## config.mk

```make
export PLATFORM = sky130hd
export DESIGN_NAME = utf16_to_utf8_encoder_flat
export DESIGN_NICKNAME = d
export VERILOG_FILES = /design/src/sv/u16u8_pkg.sv /design/src/sv/u16u8_if.sv /design/src/sv/u16u8_fifo.sv /design/src/sv/u16u8_front.sv /design/src/sv/u16u8_back.sv /design/src/sv/utf16_to_utf8_encoder.sv /design/src/flat_wrapper.sv
export SDC_FILE = /design/constraint.sdc
export NUM_CORES = 1
export LEC_CHECK = 0
export BUFFER_PORTS_ARGS = -buffer_cell sky130_fd_sc_hd__buf_2
export CORE_AREA = 2 2 120 146
export DETAILED_ROUTE_END_ITERATION = 7
export DIE_AREA = 0 0 122 148
export GPL_TIMING_DRIVEN = 0
export PLACE_DENSITY = 0.66
export SETUP_SLACK_MARGIN = 0.4
export SYNTH_ARGS = -nofsm -noshare
export SYNTH_HDL_FRONTEND = slang
export SYNTH_SLANG_ARGS = --single-unit
```

## constraint.sdc

```tcl
create_clock -name clk_i -period 4.9 [get_ports clk_i]
set_input_delay 0 -clock clk_i [delete_from_list [all_inputs] [get_ports clk_i]]
set_output_delay 0 -clock clk_i [all_outputs]
set_load 0.01 [all_outputs]
```

## src/sv/u16u8_pkg.sv

```systemverilog
// Shared types, constants and the code point encoder of the UTF-16 to UTF-8 encoder.
package u16u8_pkg;

  localparam int unsigned UnitW     = 16;
  localparam int unsigned CpW       = 21;
  localparam int unsigned ByteW     = 8;
  localparam int unsigned JobBytes  = 6;
  localparam int unsigned CntW      = 3;
  localparam int unsigned SurrW     = 10;
  localparam int unsigned FifoDepthDef = 2;

  localparam logic [UnitW-1:0] HiFirst  = 16'hD800;
  localparam logic [UnitW-1:0] HiLast   = 16'hDBFF;
  localparam logic [UnitW-1:0] LoFirst  = 16'hDC00;
  localparam logic [UnitW-1:0] LoLast   = 16'hDFFF;
  localparam logic [CpW-1:0]   SuppBase = 21'h10000;
  localparam logic [CpW-1:0]   OneLimit = 21'h80;
  localparam logic [CpW-1:0]   TwoLimit = 21'h800;
  localparam logic [ByteW-1:0] LeadTwo   = 8'hC0;
  localparam logic [ByteW-1:0] LeadThree = 8'hE0;
  localparam logic [ByteW-1:0] LeadFour  = 8'hF0;
  localparam logic [ByteW-1:0] ContMark  = 8'h80;
  localparam logic [5:0]       ContMask  = 6'h3F;

  // upper six bits of any high surrogate
  localparam logic [UnitW-SurrW-1:0] HiPrefix = HiFirst[UnitW-1:SurrW];

  typedef struct packed {
    logic [3:0][ByteW-1:0] bytes;
    logic [CntW-1:0]       len;
  } cp_enc_t;

  // one request from front to back: up to six bytes for one input item
  typedef struct packed {
    logic [JobBytes-1:0][ByteW-1:0] bytes;
    logic [CntW-1:0]                count;
    logic                           fin;
  } job_t;

  function automatic logic [ByteW-1:0] cont_byte(input logic [5:0] bits);
    cont_byte = ContMark | {2'b00, bits & ContMask};
  endfunction

  function automatic cp_enc_t enc_cp(input logic [CpW-1:0] cp);
    cp_enc_t e;
    e = '0;
    if (cp < OneLimit) begin
      e.bytes[0] = {1'b0, cp[6:0]};
      e.len      = 3'd1;
    end else if (cp < TwoLimit) begin
      e.bytes[0] = LeadTwo | {3'b000, cp[10:6]};
      e.bytes[1] = cont_byte(cp[5:0]);
      e.len      = 3'd2;
    end else if (cp < SuppBase) begin
      e.bytes[0] = LeadThree | {4'b0000, cp[15:12]};
      e.bytes[1] = cont_byte(cp[11:6]);
      e.bytes[2] = cont_byte(cp[5:0]);
      e.len      = 3'd3;
    end else begin
      e.bytes[0] = LeadFour | {5'b00000, cp[20:18]};
      e.bytes[1] = cont_byte(cp[17:12]);
      e.bytes[2] = cont_byte(cp[11:6]);
      e.bytes[3] = cont_byte(cp[5:0]);
      e.len      = 3'd4;
    end
    return e;
  endfunction

endpackage

```

## src/sv/u16u8_if.sv

```systemverilog
// Valid/ready channel interfaces for code units in and UTF-8 bytes out.
interface u16u8_in_if;
  logic                          valid;
  logic                          ready;
  logic [u16u8_pkg::UnitW-1:0]   code_unit;
  logic                          final_unit;

  modport source (output valid, output code_unit, output final_unit, input ready);
  modport sink   (input valid, input code_unit, input final_unit, output ready);
endinterface

interface u16u8_out_if;
  logic                          valid;
  logic                          ready;
  logic [u16u8_pkg::ByteW-1:0]   out_byte;
  logic                          run_end;
  logic                          text_end;

  modport source (output valid, output out_byte, output run_end, output text_end, input ready);
  modport sink   (input valid, input out_byte, input run_end, input text_end, output ready);
endinterface

```

## src/sv/u16u8_fifo.sv

```systemverilog
// Small register FIFO carrying byte requests from the front to the back.
module u16u8_fifo #(
  parameter int unsigned Width = 8,
  parameter int unsigned Depth = 2
) (
  input  logic             clk_i,
  input  logic             rst_ni,
  input  logic             push_i,
  input  logic [Width-1:0] wdata_i,
  output logic             full_o,
  input  logic             pop_i,
  output logic [Width-1:0] rdata_o,
  output logic             valid_o
);

  localparam int unsigned PtrW = (Depth > 1) ? $clog2(Depth) : 1;
  localparam int unsigned CntW = $clog2(Depth + 1);
  localparam logic [PtrW-1:0] LastPtr = PtrW'(Depth - 1);
  localparam logic [CntW-1:0] FullCnt = CntW'(Depth);

  logic [Width-1:0] mem_q [Depth];
  logic [PtrW-1:0]  wr_ptr_q, wr_ptr_d;
  logic [PtrW-1:0]  rd_ptr_q, rd_ptr_d;
  logic [CntW-1:0]  cnt_q, cnt_d;

  assign full_o  = (cnt_q == FullCnt);
  assign valid_o = (cnt_q != '0);
  assign rdata_o = mem_q[rd_ptr_q];

  always_comb begin
    wr_ptr_d = wr_ptr_q;
    rd_ptr_d = rd_ptr_q;
    cnt_d    = cnt_q;
    if (push_i) begin
      wr_ptr_d = (wr_ptr_q == LastPtr) ? '0 : wr_ptr_q + 1'b1;
    end
    if (pop_i) begin
      rd_ptr_d = (rd_ptr_q == LastPtr) ? '0 : rd_ptr_q + 1'b1;
    end
    if (push_i && !pop_i) begin
      cnt_d = cnt_q + 1'b1;
    end else if (pop_i && !push_i) begin
      cnt_d = cnt_q - 1'b1;
    end
  end

  always_ff @(posedge clk_i or negedge rst_ni) begin
    if (!rst_ni) begin
      wr_ptr_q <= '0;
      rd_ptr_q <= '0;
      cnt_q    <= '0;
    end else begin
      wr_ptr_q <= wr_ptr_d;
      rd_ptr_q <= rd_ptr_d;
      cnt_q    <= cnt_d;
    end
  end

  always_ff @(posedge clk_i) begin
    if (push_i) begin
      mem_q[wr_ptr_q] <= wdata_i;
    end
  end

endmodule

```

## src/sv/u16u8_front.sv

```systemverilog
// Front end: accepts code units, pairs surrogates and builds byte requests.
module u16u8_front (
  input  logic                clk_i,
  input  logic                rst_ni,
  u16u8_in_if.sink            in_i,
  output logic                push_o,
  output u16u8_pkg::job_t     job_o,
  input  logic                full_i
);

  logic                              held_valid_q, held_valid_d;
  logic [u16u8_pkg::SurrW-1:0]       held_high_q, held_high_d;
  logic                              accept;
  logic                              is_high, is_low, keep_high;
  logic [u16u8_pkg::CpW-1:0]         pair_cp;
  u16u8_pkg::cp_enc_t                enc_pair, enc_held, enc_unit;
  u16u8_pkg::job_t                   job;

  assign in_i.ready = !full_i;
  assign accept     = in_i.valid && in_i.ready;

  assign is_high = (in_i.code_unit >= u16u8_pkg::HiFirst) && (in_i.code_unit <= u16u8_pkg::HiLast);
  assign is_low  = (in_i.code_unit >= u16u8_pkg::LoFirst) && (in_i.code_unit <= u16u8_pkg::LoLast);
  assign keep_high = is_high && !in_i.final_unit;

  assign pair_cp = u16u8_pkg::SuppBase
                 + {1'b0, held_high_q, in_i.code_unit[u16u8_pkg::SurrW-1:0]};

  assign enc_pair = u16u8_pkg::enc_cp(pair_cp);
  assign enc_held = u16u8_pkg::enc_cp({5'b00000, u16u8_pkg::HiPrefix, held_high_q});
  assign enc_unit = u16u8_pkg::enc_cp({5'b00000, in_i.code_unit});

  always_comb begin
    job     = '0;
    job.fin = in_i.final_unit;
    if (held_valid_q && is_low) begin
      job.bytes[3:0] = enc_pair.bytes;
      job.count      = enc_pair.len;
    end else if (held_valid_q) begin
      // held surrogate goes out alone (always three bytes), then the unit unless it is held
      job.bytes[2:0] = enc_held.bytes[2:0];
      job.count      = 3'd3;
      if (!keep_high) begin
        job.bytes[5:3] = enc_unit.bytes[2:0];
        job.count      = 3'd3 + enc_unit.len;
      end
    end else if (!keep_high) begin
      job.bytes[3:0] = enc_unit.bytes;
      job.count      = enc_unit.len;
    end
  end

  assign job_o  = job;
  assign push_o = accept && (job.count != '0);

  always_comb begin
    held_valid_d = held_valid_q;
    held_high_d  = held_high_q;
    if (accept) begin
      held_valid_d = keep_high && !(held_valid_q && is_low);
      held_high_d  = held_valid_d ? in_i.code_unit[u16u8_pkg::SurrW-1:0] : '0;
    end
  end

  always_ff @(posedge clk_i or negedge rst_ni) begin
    if (!rst_ni) begin
      held_valid_q <= 1'b0;
      held_high_q  <= '0;
    end else begin
      held_valid_q <= held_valid_d;
      held_high_q  <= held_high_d;
    end
  end

endmodule

```

## src/sv/u16u8_back.sv

```systemverilog
// Back end: sends the bytes of each request one per cycle while the receiver is ready, with end markers.
module u16u8_back (
  input  logic                clk_i,
  input  logic                rst_ni,
  input  logic                valid_i,
  input  u16u8_pkg::job_t     job_i,
  output logic                pop_o,
  u16u8_out_if.source         out_o
);

  u16u8_pkg::job_t                cur_q, cur_d;
  logic                           busy_q, busy_d;
  logic [u16u8_pkg::CntW-1:0]     idx_q, idx_d;
  logic                           last, fire;

  assign last = (idx_q == cur_q.count - 3'd1);
  assign fire = out_o.valid && out_o.ready;

  assign out_o.valid    = busy_q;
  assign out_o.out_byte = cur_q.bytes[idx_q];
  assign out_o.run_end  = last;
  assign out_o.text_end = last && cur_q.fin;

  assign pop_o = valid_i && (!busy_q || (fire && last));

  always_comb begin
    cur_d  = cur_q;
    busy_d = busy_q;
    idx_d  = idx_q;
    if (pop_o) begin
      cur_d  = job_i;
      busy_d = 1'b1;
      idx_d  = '0;
    end else if (fire) begin
      if (last) begin
        busy_d = 1'b0;
      end else begin
        idx_d = idx_q + 1'b1;
      end
    end
  end

  always_ff @(posedge clk_i or negedge rst_ni) begin
    if (!rst_ni) begin
      busy_q <= 1'b0;
      idx_q  <= '0;
    end else begin
      busy_q <= busy_d;
      idx_q  <= idx_d;
    end
  end

  always_ff @(posedge clk_i) begin
    cur_q <= cur_d;
  end

endmodule

```

## src/sv/utf16_to_utf8_encoder.sv

```systemverilog
// Top level of the UTF-16 to UTF-8 encoder.
//
// in_i carries one UTF-16 code unit per request with final_unit set on the
// last unit of a text. out_o returns UTF-8 bytes one per request; run_end
// marks the last byte caused by an input unit, text_end the last byte of
// the text. A non-final high surrogate produces no bytes until the next
// unit arrives; a pair becomes one 4-byte sequence, lone surrogates 3 bytes.
// Each accepted unit's request is first written into the request FIFO and
// then loaded into the output stage before its first byte is valid on out_o.
// Throughput: one output byte per cycle while the receiver is ready, set by
// the byte-wide output; a unit causes zero to six bytes. Units are
// accepted back to back while the request FIFO (FifoDepth entries) has room.
// When the receiver stalls the output holds and the FIFO fills, then
// in_i.ready drops. Reset clears the held surrogate, the FIFO and the output
// stage; no clearing pass is needed.
module utf16_to_utf8_encoder #(
  parameter int unsigned FifoDepth = u16u8_pkg::FifoDepthDef
) (
  input  logic         clk_i,
  input  logic         rst_ni,
  u16u8_in_if.sink     in_i,
  u16u8_out_if.source  out_o
);

  logic            push, full, pop, fifo_valid;
  u16u8_pkg::job_t push_job, head_job;

  u16u8_front u_front (
    .clk_i  (clk_i),
    .rst_ni (rst_ni),
    .in_i   (in_i),
    .push_o (push),
    .job_o  (push_job),
    .full_i (full)
  );

  u16u8_fifo #(
    .Width ($bits(u16u8_pkg::job_t)),
    .Depth (FifoDepth)
  ) u_fifo (
    .clk_i   (clk_i),
    .rst_ni  (rst_ni),
    .push_i  (push),
    .wdata_i (push_job),
    .full_o  (full),
    .pop_i   (pop),
    .rdata_o (head_job),
    .valid_o (fifo_valid)
  );

  u16u8_back u_back (
    .clk_i   (clk_i),
    .rst_ni  (rst_ni),
    .valid_i (fifo_valid),
    .job_i   (head_job),
    .pop_o   (pop),
    .out_o   (out_o)
  );

endmodule
```

## src/flat_wrapper.sv

```systemverilog
// flat-port wrapper written by rule: the top's interface ports become plain ports
module utf16_to_utf8_encoder_flat 
#(
  parameter int unsigned FifoDepth = u16u8_pkg::FifoDepthDef
)
  (clk_i, rst_ni, in_i_valid, in_i_code_unit, in_i_final_unit, in_i_ready, out_o_valid, out_o_out_byte, out_o_run_end, out_o_text_end, out_o_ready);
  u16u8_in_if in_i_i ();
  u16u8_out_if out_o_i ();
  input  logic clk_i;
  input  logic rst_ni;
  input wire logic [$bits(in_i_i.valid)-1:0] in_i_valid;
  input wire logic [$bits(in_i_i.code_unit)-1:0] in_i_code_unit;
  input wire logic [$bits(in_i_i.final_unit)-1:0] in_i_final_unit;
  output wire logic [$bits(in_i_i.ready)-1:0] in_i_ready;
  output wire logic [$bits(out_o_i.valid)-1:0] out_o_valid;
  output wire logic [$bits(out_o_i.out_byte)-1:0] out_o_out_byte;
  output wire logic [$bits(out_o_i.run_end)-1:0] out_o_run_end;
  output wire logic [$bits(out_o_i.text_end)-1:0] out_o_text_end;
  input wire logic [$bits(out_o_i.ready)-1:0] out_o_ready;
  assign in_i_i.valid = in_i_valid;
  assign in_i_i.code_unit = in_i_code_unit;
  assign in_i_i.final_unit = in_i_final_unit;
  assign in_i_ready = in_i_i.ready;
  assign out_o_valid = out_o_i.valid;
  assign out_o_out_byte = out_o_i.out_byte;
  assign out_o_run_end = out_o_i.run_end;
  assign out_o_text_end = out_o_i.text_end;
  assign out_o_i.ready = out_o_ready;
  utf16_to_utf8_encoder #(.FifoDepth(FifoDepth)) u_core (.clk_i(clk_i), .rst_ni(rst_ni), .in_i(in_i_i), .out_o(out_o_i));
endmodule
```

==> results.py <==
metrics = {
    "clocking": {
        "clockBufferDepth": 2,
        "tritoncts": "yes",
        "clk_pin_slew_ns": 0.06,
        "cts-root-buf": "clkbuf_16",
        "cts_buffers": 17,
        "clk_latency_ns": 0.43,
        "h-tree-depth": 4,
        "post-cts-setup-buffers": 0,
        "ctsResizeCount": 0,
        "cts_hold_buf": 4,
        "clock_sinks": 160,
    },
    "sta": {
        "maxSlewViolCount": 0,
        "fin_skew_ns": 0.0105,
        "timing.setup.tns_ns": 0,
        "period_minus_slack_ns": 3.04,
        "setup_violations": 0,
        "grt_setup_unrepaired": "no",
        "clock.fmax_mhz": 329,
        "final_hold_viol_count": 0,
        "post-route-period-util": 0.621,
        "slew_headroom": 0.347,
        "tightest_slew_ns": 0.972,
    },
    "global_route": {
        "grt_max_degree": 31,
        "grt_pass1_vias": 4842,
        "overflow": 0,
        "grt_antenna_before_repair": 0,
        "grt_first_pass_wirelength_um": 28400,
        "grt_usage": 0.215,
    },
    "synthesis": {
        "synth-seq-area-share": 0.640,
        "synth_nets": 572,
        "synthCells": 547,
        "syn_area_per_cell_um2": 13.5,
        "synth_edf_count": 141,
        "synth_ff_type": "edfxtp_1",
        "synth_area_um2": 7360,
        "synth_cell_type_count": 65,
        "async_flop_share": 0.119,
        "ys_warn_count": 0,
        "ys_ff_latch": 160,
    },
    "detailed_routing": {
        "drtPass1Iterations": 6,
        "drc": 0,
        "avgViaCountPerCell": 5.83,
        "drt_iter0_drc": 479,
        "routed_wl_um": 18100,
        "postRouteAntennaNets": 0,
        "num_vias": 4837,
        "routedWlPerCell_um": 21.8,
    },
    "finish": {
        "multi_input_area_um2": 2470,
        "diodes": 0,
        "final_common_cell": "edfxtp_1",
        "fin_nets": 625,
        "area_growth_pct": 15.4,
        "drive_above_1_share": 0.230,
        "fillers": 1405,
        "seq_area_um2": 4710,
        "mostFrequentLayoutCells": "141 x edfxtp_1, 47 x mux2_2, 45 x nand2_1",
        "final_cell_area_um2": 8500,
    },
    "power": {
        "switching_share": 0.289,
        "pwr-share-comb": 0.266,
        "ir_drop_mv": 0.226,
        "p_seq_frac": 0.446,
        "clock_power_share": 0.288,
        "p_per_area_nw_per_um2": 520,
        "internal-power_w": 0.00314,
        "leakagePower_nw": 3.01,
        "power.switching_w": 0.00128,
    },
    "die": {
        "die_h_um": 148,
        "row_count": 52,
        "core_area_um2": 16600,
        "start_util": 0.444,
        "die-area_um2": 18100,
        "die_w_um": 122,
        "io_pins": 33,
    },
    "placed_design": {
        "gp_congestion": 0.927,
        "place_area_um2": 7890,
        "place_hpwl_um": 12900,
        "portBuffers": 25,
    },
    "critical_path": {
        "worstPathMaxFanout": 21,
        "critPathRequiredTime_ns": 5.24,
        "critPathKind": "reg -> reg",
        "cp.arrival_ns": 3.38,
        "start_kind": "flop",
        "cp-end-kind": "flop",
    },
    "flow_run": {
        "drv_cap": 0,
    },
    "outcome": {
        "run_status": "finished clean",
    },
    "min_path": {
        "hp-class": "in -> reg",
    },
}
-- power groups by stage --
stage                     Combinational, W  Clock, W  Sequential [W]
after floorplan                   0.000780         0         0.00198
after global placement             0.00108         0         0.00201
after detailed placement           0.00118         0         0.00200
after CTS                          0.00119   0.00129         0.00197
after global routing               0.00128   0.00135         0.00200
final                              0.00117   0.00127         0.00197
-- stage by stage --
stage	hold WS [ns]	std cells	total power, W	setup WS, ns	util
6_report	0.0136	829	0.00442	1.86	0.512
5_1_grt	0.0379	829	0.00463	1.56	0.512
4_1_cts	0.00909	829	0.00445	1.82	0.512
3_5_place_dp	-0.00794	793	0.00318	1.85	0.475
3_3_place_gp	-0.0198	788	0.00308	0.437	0.468
2_1_floorplan	-0.296	547	0.00276	1.33	-
-- worst max-delay path: stages, from the launching register on --
cell,delay (ns)
dfrtp_1,0.46
xor3_1,0.49
nor3_4,0.33
nand2_1,0.19
a21oi_4,0.68
inv_1,0.13
ha_1,0.25
xor2_1,0.14
nor2_1,0.12
xor2_1,0.17
-- state kept, by name (all words and copies together) (netlist names) --
name / count
u_core.u_front.held_high_q: 10
u_core.u_fifo.rd_ptr_q: 1
u_core.u_fifo.wr_ptr_q: 1
u_core.u_front.held_valid_q: 1
u_core.u_back.idx_q: 3
u_core.u_back.out_o.valid: 1
u_core.u_fifo.mem_q: 94
u_core.u_back.cur_q: 47
u_core.u_fifo.cnt_q: 2
-- synthesized netlist by cell type (2+ instances only) --
library cell,n,share of area
edfxtp_1,141,0.58
mux2_2,47,0.072
nand2_1,45,0.023
nor2_1,36,0.018
o21ai_0,27,0.018
clkbuf_1,21,0.011
dfrtp_1,19,0.065
a21oi_1,18,0.012
a22o_1,16,0.019
nand3_1,16,0.011
o21ai_1,11,0.0075
buf_2,10,0.0068
mux2i_1,9,0.012
a31oi_1,8,0.0068
and3_1,8,0.0068
inv_1,8,0.0041
a21o_1,7,0.0071
and2_1,7,0.0059
mux4_2,6,0.018
o22ai_1,5,0.0042
xnor2_1,5,0.0059
a32oi_1,4,0.0048
buf_1,4,0.0020
ha_1,4,0.0068
o21a_1,4,0.0041
o21bai_1,4,0.0041
xor2_1,4,0.0048
a31o_2,3,0.0036
nor3_1,3,0.0020
o211ai_1,3,0.0031
o221ai_1,3,0.0036
buf_6,2,0.0031
nand2b_1,2,0.0017
nand4_1,2,0.0017
nor2b_1,2,0.0017
nor4_1,2,0.0017
nor4_2,2,0.0034
or4_1,2,0.0020
-- logic make-up after synthesis --
group	share of synthesized area
mux	0.102
fa+ha+maj	0.00680
buf+inv	0.0272
flops	0.640
compound gates	0.119
xor+xnor	0.0139
simple gates	0.0907
-- final timing paths --
path | start | slack, ns | endpoint | cells past startpoint
hold / removal | in_i_valid | 0.01 | u_core.u_front.held_high_q[3]$_DFFE_PN0P_ | 3
max in group asynchronous | rst_ni | 4.47 | u_core.u_back.out_o.valid$_DFFE_PN0P_ | 2
min in group asynchronous | rst_ni | 0.08 | u_core.u_front.held_valid_q$_DFFE_PN0P_ | 2
setup / recovery | u_core.u_back.idx_q[2]$_DFFE_PN0P_ | 1.86 | u_core.u_fifo.cnt_q[1]$_DFFE_PN0P_ | 9
setup reg to reg | u_core.u_back.idx_q[2]$_DFFE_PN0P_ | 1.86 | u_core.u_fifo.cnt_q[1]$_DFFE_PN0P_ | 9
hold reg to reg | u_core.u_fifo.mem_q[0][49]$_DFFE_PP_ | 0.54 | u_core.u_back.cur_q[49]$_DFFE_PP_ | 1
-- cell type report --
cell class | instances | share of cell area
inverter | 9 | 0.00398
clock buffer | 22 | 0.0535
clock inverter | 10 | 0.0133
sequential | 160 | 0.554
buffer | 37 | 0.0196
multi-input combinational | 341 | 0.291
timing repair buffer | 34 | 0.0324
tap | 216 | 0.0318
-- routing by layer --
layer / wire (um) / vias to the layer above / track usage
met5: 0 / - / 0
met4: 502 / 0 / 0.0879
met3: 1050 / 37 / 0.0486
met2: 8670 / 207 / 0.336
met1: 7840 / 2394 / 0.292
li1: - / 2199 / -
Power figures use the tool's default switching activity.
